`src/hw/rtl/multicast_neighbor_table_dr_election_defines.svh`:
```
// ----------------------------------------------------------------------------
// neighbor table assertion macros
// shared assertion helpers for the neighbor table block
// ----------------------------------------------------------------------------
`ifndef MULTICAST_NEIGHBOR_TABLE_DR_ELECTION_DEFINES_SVH
`define MULTICAST_NEIGHBOR_TABLE_DR_ELECTION_DEFINES_SVH
`ifndef SYNTHESIS
`define MNT_ASSERT(label, clk, rst_n, prop) \
    label: assert property (@(posedge clk) disable iff (!rst_n) prop) \
        else $error("assertion failed");
`define MNT_ASSERT_NEXT(label, clk, rst_n, a, b) \
    label: assert property (@(posedge clk) disable iff (!rst_n) (a) |=> (b)) \
        else $error("assertion failed");
`else
`define MNT_ASSERT(label, clk, rst_n, prop)
`define MNT_ASSERT_NEXT(label, clk, rst_n, a, b)
`endif
`endif

```
`src/hw/rtl/mntdr_pkg.sv`:
```
// ----------------------------------------------------------------------------
// mntdr_pkg
// types and constants for the neighbor table and dr election
// ----------------------------------------------------------------------------
package mntdr_pkg;
    localparam int MaxNeighbors = 16;
    localparam int IdxW = $clog2(MaxNeighbors);
    localparam int CntW = $clog2(MaxNeighbors + 1);

    localparam logic [1:0] CMD_HELLO = 2'd0;
    localparam logic [1:0] CMD_TICK  = 2'd1;
    localparam logic [1:0] CMD_STOP  = 2'd2;

    localparam logic [1:0] REG_LOCAL_ADDR = 2'd0;
    localparam logic [1:0] REG_LOCAL_PRI  = 2'd1;
    localparam logic [1:0] REG_DEF_HOLD   = 2'd2;

    typedef struct packed {
        logic [1:0]  cmd;
        logic [31:0] nbr_address;
        logic [31:0] generation_id;
        logic        has_holdtime;
        logic [15:0] hold_seconds;
        logic        has_dr_priority;
        logic [31:0] nbr_dr_priority;
        logic        has_lan_delay;
        logic [15:0] lan_delay_word;
        logic [15:0] override_interval;
        logic        has_second_addr;
        logic [31:0] second_address;
    } in_item_t;

    typedef struct packed {
        logic [31:0] dr_address;
        logic        dr_is_local;
        logic        lost_dr_role;
        logic        send_hello;
        logic        table_full;
        logic        expired_any;
        logic [4:0]  neighbor_count;
    } out_item_t;

    // one stored neighbor
    typedef struct packed {
        logic        valid;
        logic [31:0] address;
        logic [31:0] generation;
        logic        has_pri;
        logic [31:0] prio;
        logic [15:0] hold;
        logic        has_lan;
        logic [15:0] lan;
        logic [15:0] ovr;
        logic [31:0] sec;
    } entry_t;

    // operation applied to every entry in the update rotation
    localparam logic [1:0] OP_NONE  = 2'd0;
    localparam logic [1:0] OP_HELLO = 2'd1;
    localparam logic [1:0] OP_TICK  = 2'd2;
    localparam logic [1:0] OP_STOP  = 2'd3;

    typedef struct packed {
        logic [1:0] op;
        logic       hit_now;
        logic       ins_now;
    } cell_ctl_t;
endpackage

```
`src/hw/rtl/mntdr_cell.sv`:
```
// ----------------------------------------------------------------------------
// mntdr_cell
// one slot of the rotating neighbor ring; applies the current operation, when
// proc is set, to the entry passing through and hands it to the next cell
// ----------------------------------------------------------------------------
module mntdr_cell (
    input  logic                clk,
    input  logic                rst_n,
    input  logic                shift,
    input  logic                proc,
    input  mntdr_pkg::cell_ctl_t ctl,
    input  mntdr_pkg::in_item_t item,
    input  logic [15:0]         hold,
    input  mntdr_pkg::entry_t   ent_in,
    output mntdr_pkg::entry_t   ent_out
);
    import mntdr_pkg::*;

    entry_t ent_reg;
    entry_t ent_next;
    logic   valid_reg;
    logic   valid_next;
    logic [15:0] dec;

    assign ent_out = '{valid: valid_reg, address: ent_reg.address,
                       generation: ent_reg.generation, has_pri: ent_reg.has_pri,
                       prio: ent_reg.prio, hold: ent_reg.hold,
                       has_lan: ent_reg.has_lan, lan: ent_reg.lan,
                       ovr: ent_reg.ovr, sec: ent_reg.sec};

    always_comb
    begin
        ent_next   = ent_in;
        valid_next = ent_in.valid;
        dec = (ent_in.hold != 16'd0) ? ent_in.hold - 16'd1 : 16'd0;
        if (proc)
        begin
            unique case (ctl.op)
                OP_HELLO:
                begin
                    if (ctl.hit_now)
                    begin
                        ent_next.generation = item.generation_id;
                        ent_next.has_pri = item.has_dr_priority;
                        if (item.has_dr_priority)
                            ent_next.prio = item.nbr_dr_priority;
                        ent_next.has_lan = item.has_lan_delay;
                        if (item.has_lan_delay)
                        begin
                            ent_next.lan = item.lan_delay_word;
                            ent_next.ovr = item.override_interval;
                        end
                        ent_next.sec = item.has_second_addr ? item.second_address : 32'd0;
                        ent_next.hold = hold;
                        if (hold == 16'd0)
                            valid_next = 1'b0;
                    end
                    else if (ctl.ins_now)
                    begin
                        valid_next = 1'b1;
                        ent_next.address = item.nbr_address;
                        ent_next.generation = item.generation_id;
                        ent_next.has_pri = item.has_dr_priority;
                        ent_next.prio = item.has_dr_priority ? item.nbr_dr_priority : 32'd0;
                        ent_next.has_lan = item.has_lan_delay;
                        ent_next.lan = item.has_lan_delay ? item.lan_delay_word : 16'd0;
                        ent_next.ovr = item.has_lan_delay ? item.override_interval : 16'd0;
                        ent_next.sec = item.has_second_addr ? item.second_address : 32'd0;
                        ent_next.hold = hold;
                    end
                end
                OP_TICK:
                begin
                    if (ent_in.valid)
                    begin
                        ent_next.hold = dec;
                        if (dec == 16'd0)
                            valid_next = 1'b0;
                    end
                end
                OP_STOP: valid_next = 1'b0;
                default: ;
            endcase
        end
    end

    always_ff @(posedge clk)
    begin
        if (shift)
            ent_reg <= ent_next;
    end

    always_ff @(posedge clk or negedge rst_n)
    begin
        if (!rst_n)
            valid_reg <= 1'b0;
        else if (shift)
            valid_reg <= valid_next;
    end
endmodule

```
`src/hw/rtl/multicast_neighbor_table_dr_election.sv`:
```
// ----------------------------------------------------------------------------
// multicast_neighbor_table_dr_election
// neighbor table with designated router election
// ----------------------------------------------------------------------------
// The table is a ring of sixteen cells that rotates one slot per cycle while
// an item is being worked on. Every item takes two full rotations of the ring
// (lookup, update) and two more (priority scan, election) when the step
// changes the table or a priority. Items are taken one at a time; a finished
// result sits in an output register and the next item may be accepted while
// it waits.
module multicast_neighbor_table_dr_election (
    input  logic                 clk,
    input  logic                 rst_n,
    input  logic                 in_valid,
    output logic                 in_stall,
    input  mntdr_pkg::in_item_t  in_data,
    output logic                 out_valid,
    input  logic                 out_stall,
    output mntdr_pkg::out_item_t out_data,
    input  logic                 cfg_we,
    input  logic [1:0]           cfg_index,
    input  logic [31:0]          cfg_data
);
    import mntdr_pkg::*;
    `include "multicast_neighbor_table_dr_election_defines.svh"

    localparam logic [2:0] S_IDLE = 3'd0;
    localparam logic [2:0] S_LOOK = 3'd1;
    localparam logic [2:0] S_UPD  = 3'd2;
    localparam logic [2:0] S_PRI  = 3'd3;
    localparam logic [2:0] S_ELEC = 3'd4;
    localparam logic [2:0] S_DONE = 3'd5;

    logic [31:0] laddr_reg, lpri_reg;
    logic [15:0] dhold_reg;
    logic [2:0]  state_reg, state_next;
    logic [IdxW-1:0] pos_reg;
    in_item_t    item_reg;
    logic [15:0] hold_reg;
    logic        hit_reg, slot_reg;
    logic [IdxW-1:0] hit_pos_reg, slot_pos_reg;
    logic        changed_reg, hello_reg, full_reg, expired_reg, bypri_reg;
    logic [CntW-1:0] count_reg;
    logic [31:0] dr_addr_reg, dr_pri_reg;
    logic        dr_mine_reg, was_local_reg;
    logic        out_valid_reg;
    out_item_t   out_reg;

    entry_t      ring [MaxNeighbors];
    entry_t      head;
    logic        shift, proc;
    cell_ctl_t   ctl;
    logic        last;
    logic        better;

    assign head  = ring[0];
    assign last  = (pos_reg == IdxW'(MaxNeighbors - 1));
    assign shift = (state_reg == S_LOOK) || (state_reg == S_UPD) ||
                   (state_reg == S_PRI) || (state_reg == S_ELEC);
    assign proc  = (state_reg == S_UPD);

    always_comb
    begin
        ctl.op = OP_NONE;
        if (item_reg.cmd == CMD_HELLO)
            ctl.op = OP_HELLO;
        else if (item_reg.cmd == CMD_TICK)
            ctl.op = OP_TICK;
        else if (item_reg.cmd == CMD_STOP)
            ctl.op = OP_STOP;
        ctl.hit_now = hit_reg && (hit_pos_reg == pos_reg);
        ctl.ins_now = !hit_reg && slot_reg && (slot_pos_reg == pos_reg) &&
                      (hold_reg != 16'd0);
    end

    // ring: cell i feeds cell i-1, cell 0 wraps to the last
    for (genvar g = 0; g < MaxNeighbors; g++)
    begin : g_cell
        mntdr_cell u_cell (
            .clk    (clk),
            .rst_n  (rst_n),
            .shift  (shift),
            .proc   (proc && (g == MaxNeighbors - 1)),
            .ctl    (ctl),
            .item   (item_reg),
            .hold   (hold_reg),
            .ent_in ((g == MaxNeighbors - 1) ? ring[0] : ring[(g + 1) % MaxNeighbors]),
            .ent_out(ring[g])
        );
    end

    always_comb
    begin
        if (bypri_reg)
            better = head.prio > dr_pri_reg ||
                     (head.prio == dr_pri_reg && head.address > dr_addr_reg);
        else
            better = head.address > dr_addr_reg;
    end

    // change caused by the entry at the head during the update pass
    function automatic logic upd_change();
        logic r;
        r = 1'b0;
        unique case (ctl.op)
            OP_HELLO:
            begin
                if (ctl.hit_now)
                    r = (head.has_pri != item_reg.has_dr_priority) ||
                        (item_reg.has_dr_priority && head.prio != item_reg.nbr_dr_priority) ||
                        (hold_reg == 16'd0);
                else if (ctl.ins_now)
                    r = 1'b1;
            end
            OP_TICK: r = head.valid && (head.hold <= 16'd1);
            OP_STOP: r = 1'b1;
            default: r = 1'b0;
        endcase
        return r;
    endfunction

    function automatic logic changed_next_any();
        return changed_reg || upd_change();
    endfunction

    always_comb
    begin
        state_next = state_reg;
        unique case (state_reg)
            S_IDLE: if (in_valid && !in_stall) state_next = S_LOOK;
            S_LOOK: if (last) state_next = S_UPD;
            S_UPD:  if (last) state_next = changed_next_any() ? S_PRI : S_DONE;
            S_PRI:  if (last) state_next = S_ELEC;
            S_ELEC: if (last) state_next = S_DONE;
            S_DONE: if (!out_valid_reg || !out_stall) state_next = S_IDLE;
            default: state_next = S_IDLE;
        endcase
    end

    assign in_stall  = (state_reg != S_IDLE);
    assign out_valid = out_valid_reg;
    assign out_data  = out_reg;

    always_ff @(posedge clk or negedge rst_n)
    begin
        if (!rst_n)
        begin
            laddr_reg <= 32'd0;
            lpri_reg  <= 32'd1;
            dhold_reg <= 16'd105;
        end
        else if (cfg_we)
        begin
            unique case (cfg_index)
                REG_LOCAL_ADDR: laddr_reg <= cfg_data;
                REG_LOCAL_PRI:  lpri_reg  <= cfg_data;
                REG_DEF_HOLD:   dhold_reg <= cfg_data[15:0];
                default: ;
            endcase
        end
    end

    always_ff @(posedge clk)
    begin
        if (state_reg == S_IDLE && in_valid)
        begin
            item_reg <= in_data;
            hold_reg <= in_data.has_holdtime ? in_data.hold_seconds : dhold_reg;
        end
    end

    always_ff @(posedge clk or negedge rst_n)
    begin
        if (!rst_n)
        begin
            state_reg     <= S_IDLE;
            pos_reg       <= '0;
            hit_reg       <= 1'b0;
            slot_reg      <= 1'b0;
            hit_pos_reg   <= '0;
            slot_pos_reg  <= '0;
            changed_reg   <= 1'b0;
            hello_reg     <= 1'b0;
            full_reg      <= 1'b0;
            expired_reg   <= 1'b0;
            bypri_reg     <= 1'b1;
            count_reg     <= '0;
            dr_addr_reg   <= 32'd0;
            dr_pri_reg    <= 32'd1;
            dr_mine_reg   <= 1'b1;
            was_local_reg <= 1'b1;
            out_valid_reg <= 1'b0;
            out_reg       <= '0;
        end
        else
        begin
            state_reg <= state_next;
            if (state_reg == S_DONE && (!out_valid_reg || !out_stall))
                out_valid_reg <= 1'b1;
            else if (out_valid_reg && !out_stall)
                out_valid_reg <= 1'b0;
            if (shift)
                pos_reg <= last ? '0 : pos_reg + IdxW'(1);
            unique case (state_reg)
                S_IDLE:
                begin
                    pos_reg     <= '0;
                    hit_reg     <= 1'b0;
                    slot_reg    <= 1'b0;
                    changed_reg <= 1'b0;
                    hello_reg   <= 1'b0;
                    full_reg    <= 1'b0;
                    expired_reg <= 1'b0;
                    bypri_reg   <= 1'b1;
                end
                S_LOOK:
                begin
                    if (head.valid)
                    begin
                        if (!hit_reg && head.address == item_reg.nbr_address)
                        begin
                            hit_reg     <= 1'b1;
                            hit_pos_reg <= pos_reg;
                        end
                    end
                    else if (!slot_reg)
                    begin
                        slot_reg     <= 1'b1;
                        slot_pos_reg <= pos_reg;
                    end
                    if (last && item_reg.cmd == CMD_HELLO && !hit_reg && !slot_reg &&
                        !(head.valid && head.address == item_reg.nbr_address) && head.valid)
                        full_reg <= 1'b1;
                end
                S_UPD:
                begin
                    if (upd_change())
                        changed_reg <= 1'b1;
                    unique case (ctl.op)
                        OP_HELLO:
                        begin
                            if (ctl.hit_now)
                            begin
                                if (head.generation != item_reg.generation_id)
                                    hello_reg <= 1'b1;
                                if (hold_reg == 16'd0)
                                begin
                                    expired_reg <= 1'b1;
                                    count_reg   <= count_reg - CntW'(1);
                                end
                            end
                            else if (ctl.ins_now)
                            begin
                                hello_reg <= 1'b1;
                                count_reg <= count_reg + CntW'(1);
                            end
                        end
                        OP_TICK:
                        begin
                            if (head.valid && head.hold <= 16'd1)
                            begin
                                expired_reg <= 1'b1;
                                count_reg   <= count_reg - CntW'(1);
                            end
                        end
                        OP_STOP:
                        begin
                            if (head.valid)
                                expired_reg <= 1'b1;
                            count_reg <= '0;
                        end
                        default: ;
                    endcase
                end
                S_PRI:
                begin
                    if (head.valid && !head.has_pri)
                        bypri_reg <= 1'b0;
                    if (last)
                    begin
                        was_local_reg <= dr_mine_reg;
                        dr_addr_reg   <= laddr_reg;
                        dr_pri_reg    <= lpri_reg;
                        dr_mine_reg   <= 1'b1;
                    end
                end
                S_ELEC:
                begin
                    if (head.valid && better)
                    begin
                        dr_addr_reg <= head.address;
                        dr_pri_reg  <= head.prio;
                        dr_mine_reg <= 1'b0;
                    end
                end
                S_DONE:
                begin
                    if (!out_valid_reg || !out_stall)
                    begin
                        out_reg.dr_address     <= dr_addr_reg;
                        out_reg.dr_is_local    <= dr_mine_reg;
                        out_reg.lost_dr_role   <= changed_reg && was_local_reg && !dr_mine_reg;
                        out_reg.send_hello     <= hello_reg;
                        out_reg.table_full     <= full_reg;
                        out_reg.expired_any    <= expired_reg;
                        out_reg.neighbor_count <= 5'(count_reg);
                    end
                end
                default: ;
            endcase
        end
    end

    `MNT_ASSERT(a_count_range, clk, rst_n, count_reg <= CntW'(MaxNeighbors))
    `MNT_ASSERT_NEXT(a_accept_leaves_idle, clk, rst_n,
        (state_reg == S_IDLE) && in_valid && !in_stall, state_reg == S_LOOK)
    `MNT_ASSERT(a_ring_moves_busy, clk, rst_n, !shift || (state_reg != S_IDLE))
    `MNT_ASSERT_NEXT(a_done_emits, clk, rst_n,
        (state_reg == S_DONE) && !out_valid_reg, out_valid_reg)
endmodule

```
`config.mk`:
```
export PLATFORM = sky130hd
export DESIGN_NAME = multicast_neighbor_table_dr_election
export DESIGN_NICKNAME = d
export VERILOG_FILES = /design/src/hw/rtl/mntdr_pkg.sv /design/src/hw/rtl/mntdr_cell.sv /design/src/hw/rtl/multicast_neighbor_table_dr_election.sv
export VERILOG_INCLUDE_DIRS = /design/src /design/src/hw/rtl
export SDC_FILE = /design/constraint.sdc
export NUM_CORES = 2
export LEC_CHECK = 0
export BUFFER_PORTS_ARGS = -buffer_cell sky130_fd_sc_hd__buf_2
export CAP_MARGIN = 20
export CORE_AREA = 4 4 544 546
export DETAILED_ROUTE_END_ITERATION = 8
export DIE_AREA = 0 0 548 550
export PLACE_DENSITY = 0.41
export SYNTH_ARGS = -nofsm -noshare
export SYNTH_HDL_FRONTEND = slang
export SYNTH_SLANG_ARGS = --single-unit
export TNS_END_PERCENT = 20
```
`constraint.sdc`:
```
create_clock -name clk -period 48.1 [get_ports clk]
set_input_delay 9.62 -clock clk [delete_from_list [all_inputs] [get_ports clk]]
set_output_delay 9.62 -clock clk [all_outputs]
set_load 0.005 [all_outputs]
```
==> key figures <==
Placement
  • Final Wtd Congestion: 0.779
  • Post-place setup slack: 36.30 ns
  • Post-Place Cells: 7,432
  • Detail Placement HPWL: between 80,000 and 90,000 µm
  • Number of buffers added on ports: 198

STA
  • Final slew viol count: 0
  • Worst Max-Slew Pin Slew: 1.09 ns
  • Setup repair after global routing missed its margin: false
  • Clock skew: 0.0673 ns
  • Endpoints failing setup: 0
  • Tcrit/Tclk final: 26.4%
  • Final Worst Setup Slack: approximately 35 ns
  • Hold_ws: roughly 0.39 ns
  • Setup TNS: 0 ns
  • Max-slew headroom: between 20% and 30%
  • FMAX: 78.7 MHz
  • Post-layout min period: around 13 ns
  • Hold Fails Final Rpt: 0

Global routing
  • Initial antenna violation count: 15
  • Vias in the first global route: 30,700
  • Total track usage: 9.25%
  • Largest net degree at the start of global routing: 149
  • Grt ovf: 0
  • First-pass GRT wire length: about 210,000 µm

Synthesis
  • Mean post-synth cell area: 21.6 µm²
  • Synth top area share: 79.5%
  • Synth warn: 0
  • Nets in the synthesized netlist: between 3,000 and 4,000
  • Synth top cells by count: edfxtp_1, dfrtp_1, mux2_2, nand2_1, mux2i_1
  • Number of synthesized register bits: 2,155
  • Cell taking the most area after synthesis: edfxtp_1
  • Post-Syn Instances: around 3,400
  • Async SR Flop Fraction: 10.8%
  • Most numerous cell in the Yosys netlist: edfxtp_1
  • Synth Cell Area: 72,600 µm²
  • Synth top area cells: edfxtp_1, dfrtp_1, mux2_2, mux2i_1, ha_1
  • Sequential share of the synthesized area: 87.5%
  • Main synth FF type: edfxtp_1
  • Post-synth EDFFs: 1,923
  • Synth cell types: 70

Clock network
  • # Post-CTS Setup Buffers: 0
  • Hold Buf Count CTS: 0
  • Longest Clk Path Bufs: 4
  • Clock Pin Slew Worst Setup and Hold Paths: 0.07 ns
  • PostCTS Resize Cnt: 0
  • Clk_lat worst skew: 0.88 ns
  • CTS tree: built
  • Htree depth: 4
  • CTS sink count: 2,155
  • CTS buffer count: 235
  • Root cell of the clock tree: clkbuf_16

Critical path
  • Slowest Stage Delay on Critical Path: approximately 0.81 ns
  • Worst EP arrival: slightly above 3 ns
  • CP max FO: 15
  • Critical Path End Type: output port
  • CP delay by family, top: buffers and inverters
  • Critical Path RT: approximately 38 ns
  • Cell Chain, Critical Path: nor3_1 -> inv_1 -> buf_2
  • CP bufs+invs: 2
  • Critical path class: flip-flop to output port
  • Critical path's slowest cell: nor3_1
  • Startpoint Class: flip-flop

Die
  • Die footprint: ~300,000 µm²
  • Die span in x: between 500 and 600 µm
  • Core Region: approximately 290,000 µm²
  • IO Count: 265
  • Starting Density: 25.0%
  • FP Rows: just under 200
  • Die height: between 500 and 600 µm

Drt
  • DRT Wirelength: 144,000 µm
  • Drt wl/cell: 18.3 µm
  • Drt first-iter violations: 2,699
  • Via density per instance: 3.91
  • Residual DRC: 0
  • Via count: 30,800
  • Pre-Repair DR Iteration Count: 6
  • Antenna viol nets, final: 0

Power
  • Leak pwr: between 0.03 and 0.04 µW
  • VDD IR-drop max: 0.0325 mV
  • Pwr/cell area: around 45 nW/µm²

Status
  • Status: finished, final reports clean

Finish
  • Max reg flops: 1,808
  • Syn-to-layout area delta: 18.8%
  • Share of cells above drive strength 1: 20.0%
  • Fin nets: slightly above 4,000
  • Finished Layout Cells: between 7,000 and 8,000

Worst hold path
  • Min-Delay Path Class: flip-flop to flip-flop

Run
  • MaxCap Viol Count: 0
## worst register-to-register path, cell delays in order, from the launching register on
cell and delay (ns):
dfrtp_1 0.62, nor3_1 0.26, inv_1 0.46, nand2_1 0.66
inv_8 0.96, buf_4 0.60, buf_4 0.70, buf_4 0.39
buf_16 0.34, buf_4 0.76, buf_4 0.45, buf_16 0.37
## per-stage QoR
stage / cell area [µm²] / power [µW] / utilization [%]
2_1_floorplan: 72600 / 2200 / -
3_3_place_gp: 78600 / 2210 / 27.0
3_5_place_dp: 78600 / 2220 / 27.0
4_1_cts: 86200 / 4010 / 29.7
5_1_grt: 86300 / 4090 / 29.7
6_report: 86300 / 3920 / 29.7
## where the power goes
| part | switching [µW] | total (µW) | internal (µW) |
|---|---|---|---|
| logic | 42.5 | 71.8 | 29.3 |
| clock network | 740 | 1750 | 1010 |
| registers | 25.3 | 2100 | 2080 |
| total | 808 | 3920 | 3110 |
## cells in the final DEF, fill, tap and decap left out, types with 38 or more instances in the layout
cell type  instances
mux2_2           181
buf_4             47
buf_2            197
nand2_1          130
inv_1             85
clkinv_2          45
xnor2_1           71
mux2i_1          126
clkinv_1          47
clkbuf_1          53
a21oi_1           42
o21ai_0           71
a22o_1            38
clkbuf_16        235
dfrtp_1          223
ha_1              74
edfxtp_1        1923
## cell type report
type	instances	area (µm²)
Fill cell	28300	204000
Timing Repair Buffer	251	1480
Tap cell	3900	4880
Sequential cell	2155	63600
Clock inverter	141	1420
Clock buffer	293	6150
Antenna cell	6	15.0
Multi-Input combinational cell	1045	8450
Inverter	86	330
## cells by family after synthesis
logic type,after synthesis,synth area share (%)
AO/OA/AOI/OAI,246,2.34
multiplexers,307,4.54
flip-flops,2155,87.5
XOR/XNOR,107,1.29
adder cells (fa/ha/maj),74,1.28
buffers and inverters,162,0.889
AND/OR/NAND/NOR,311,2.12
## layer usage
layer,track usage [%],vias to the layer above,wire length [µm]
li1,-,14000,-
met1,12.7,15900,65600
met2,14.6,638,66800
met3,2.20,258,7640
met4,2.71,0,3820
met5,0,-,0
## worst paths after layout
check,startpoint,endpoint,slack [ns],cells after the start
max,state_reg[0],in_stall,35.39,3
min,g_cell[15].u_cell.ent_out[170],g_cell[14].u_cell.ent_out[170],0.39,0
max reg2reg,state_reg[0],g_cell[9].u_cell.ent_out[142],41.14,11
min reg2reg,g_cell[15].u_cell.ent_out[170],g_cell[14].u_cell.ent_out[170],0.39,0
max in group asynchronous,rst_n,lpri_reg[28],37.34,3
min in group asynchronous,rst_n,dhold_reg[13],8.72,1
Note: power is estimated with default switching activity, not from simulation.
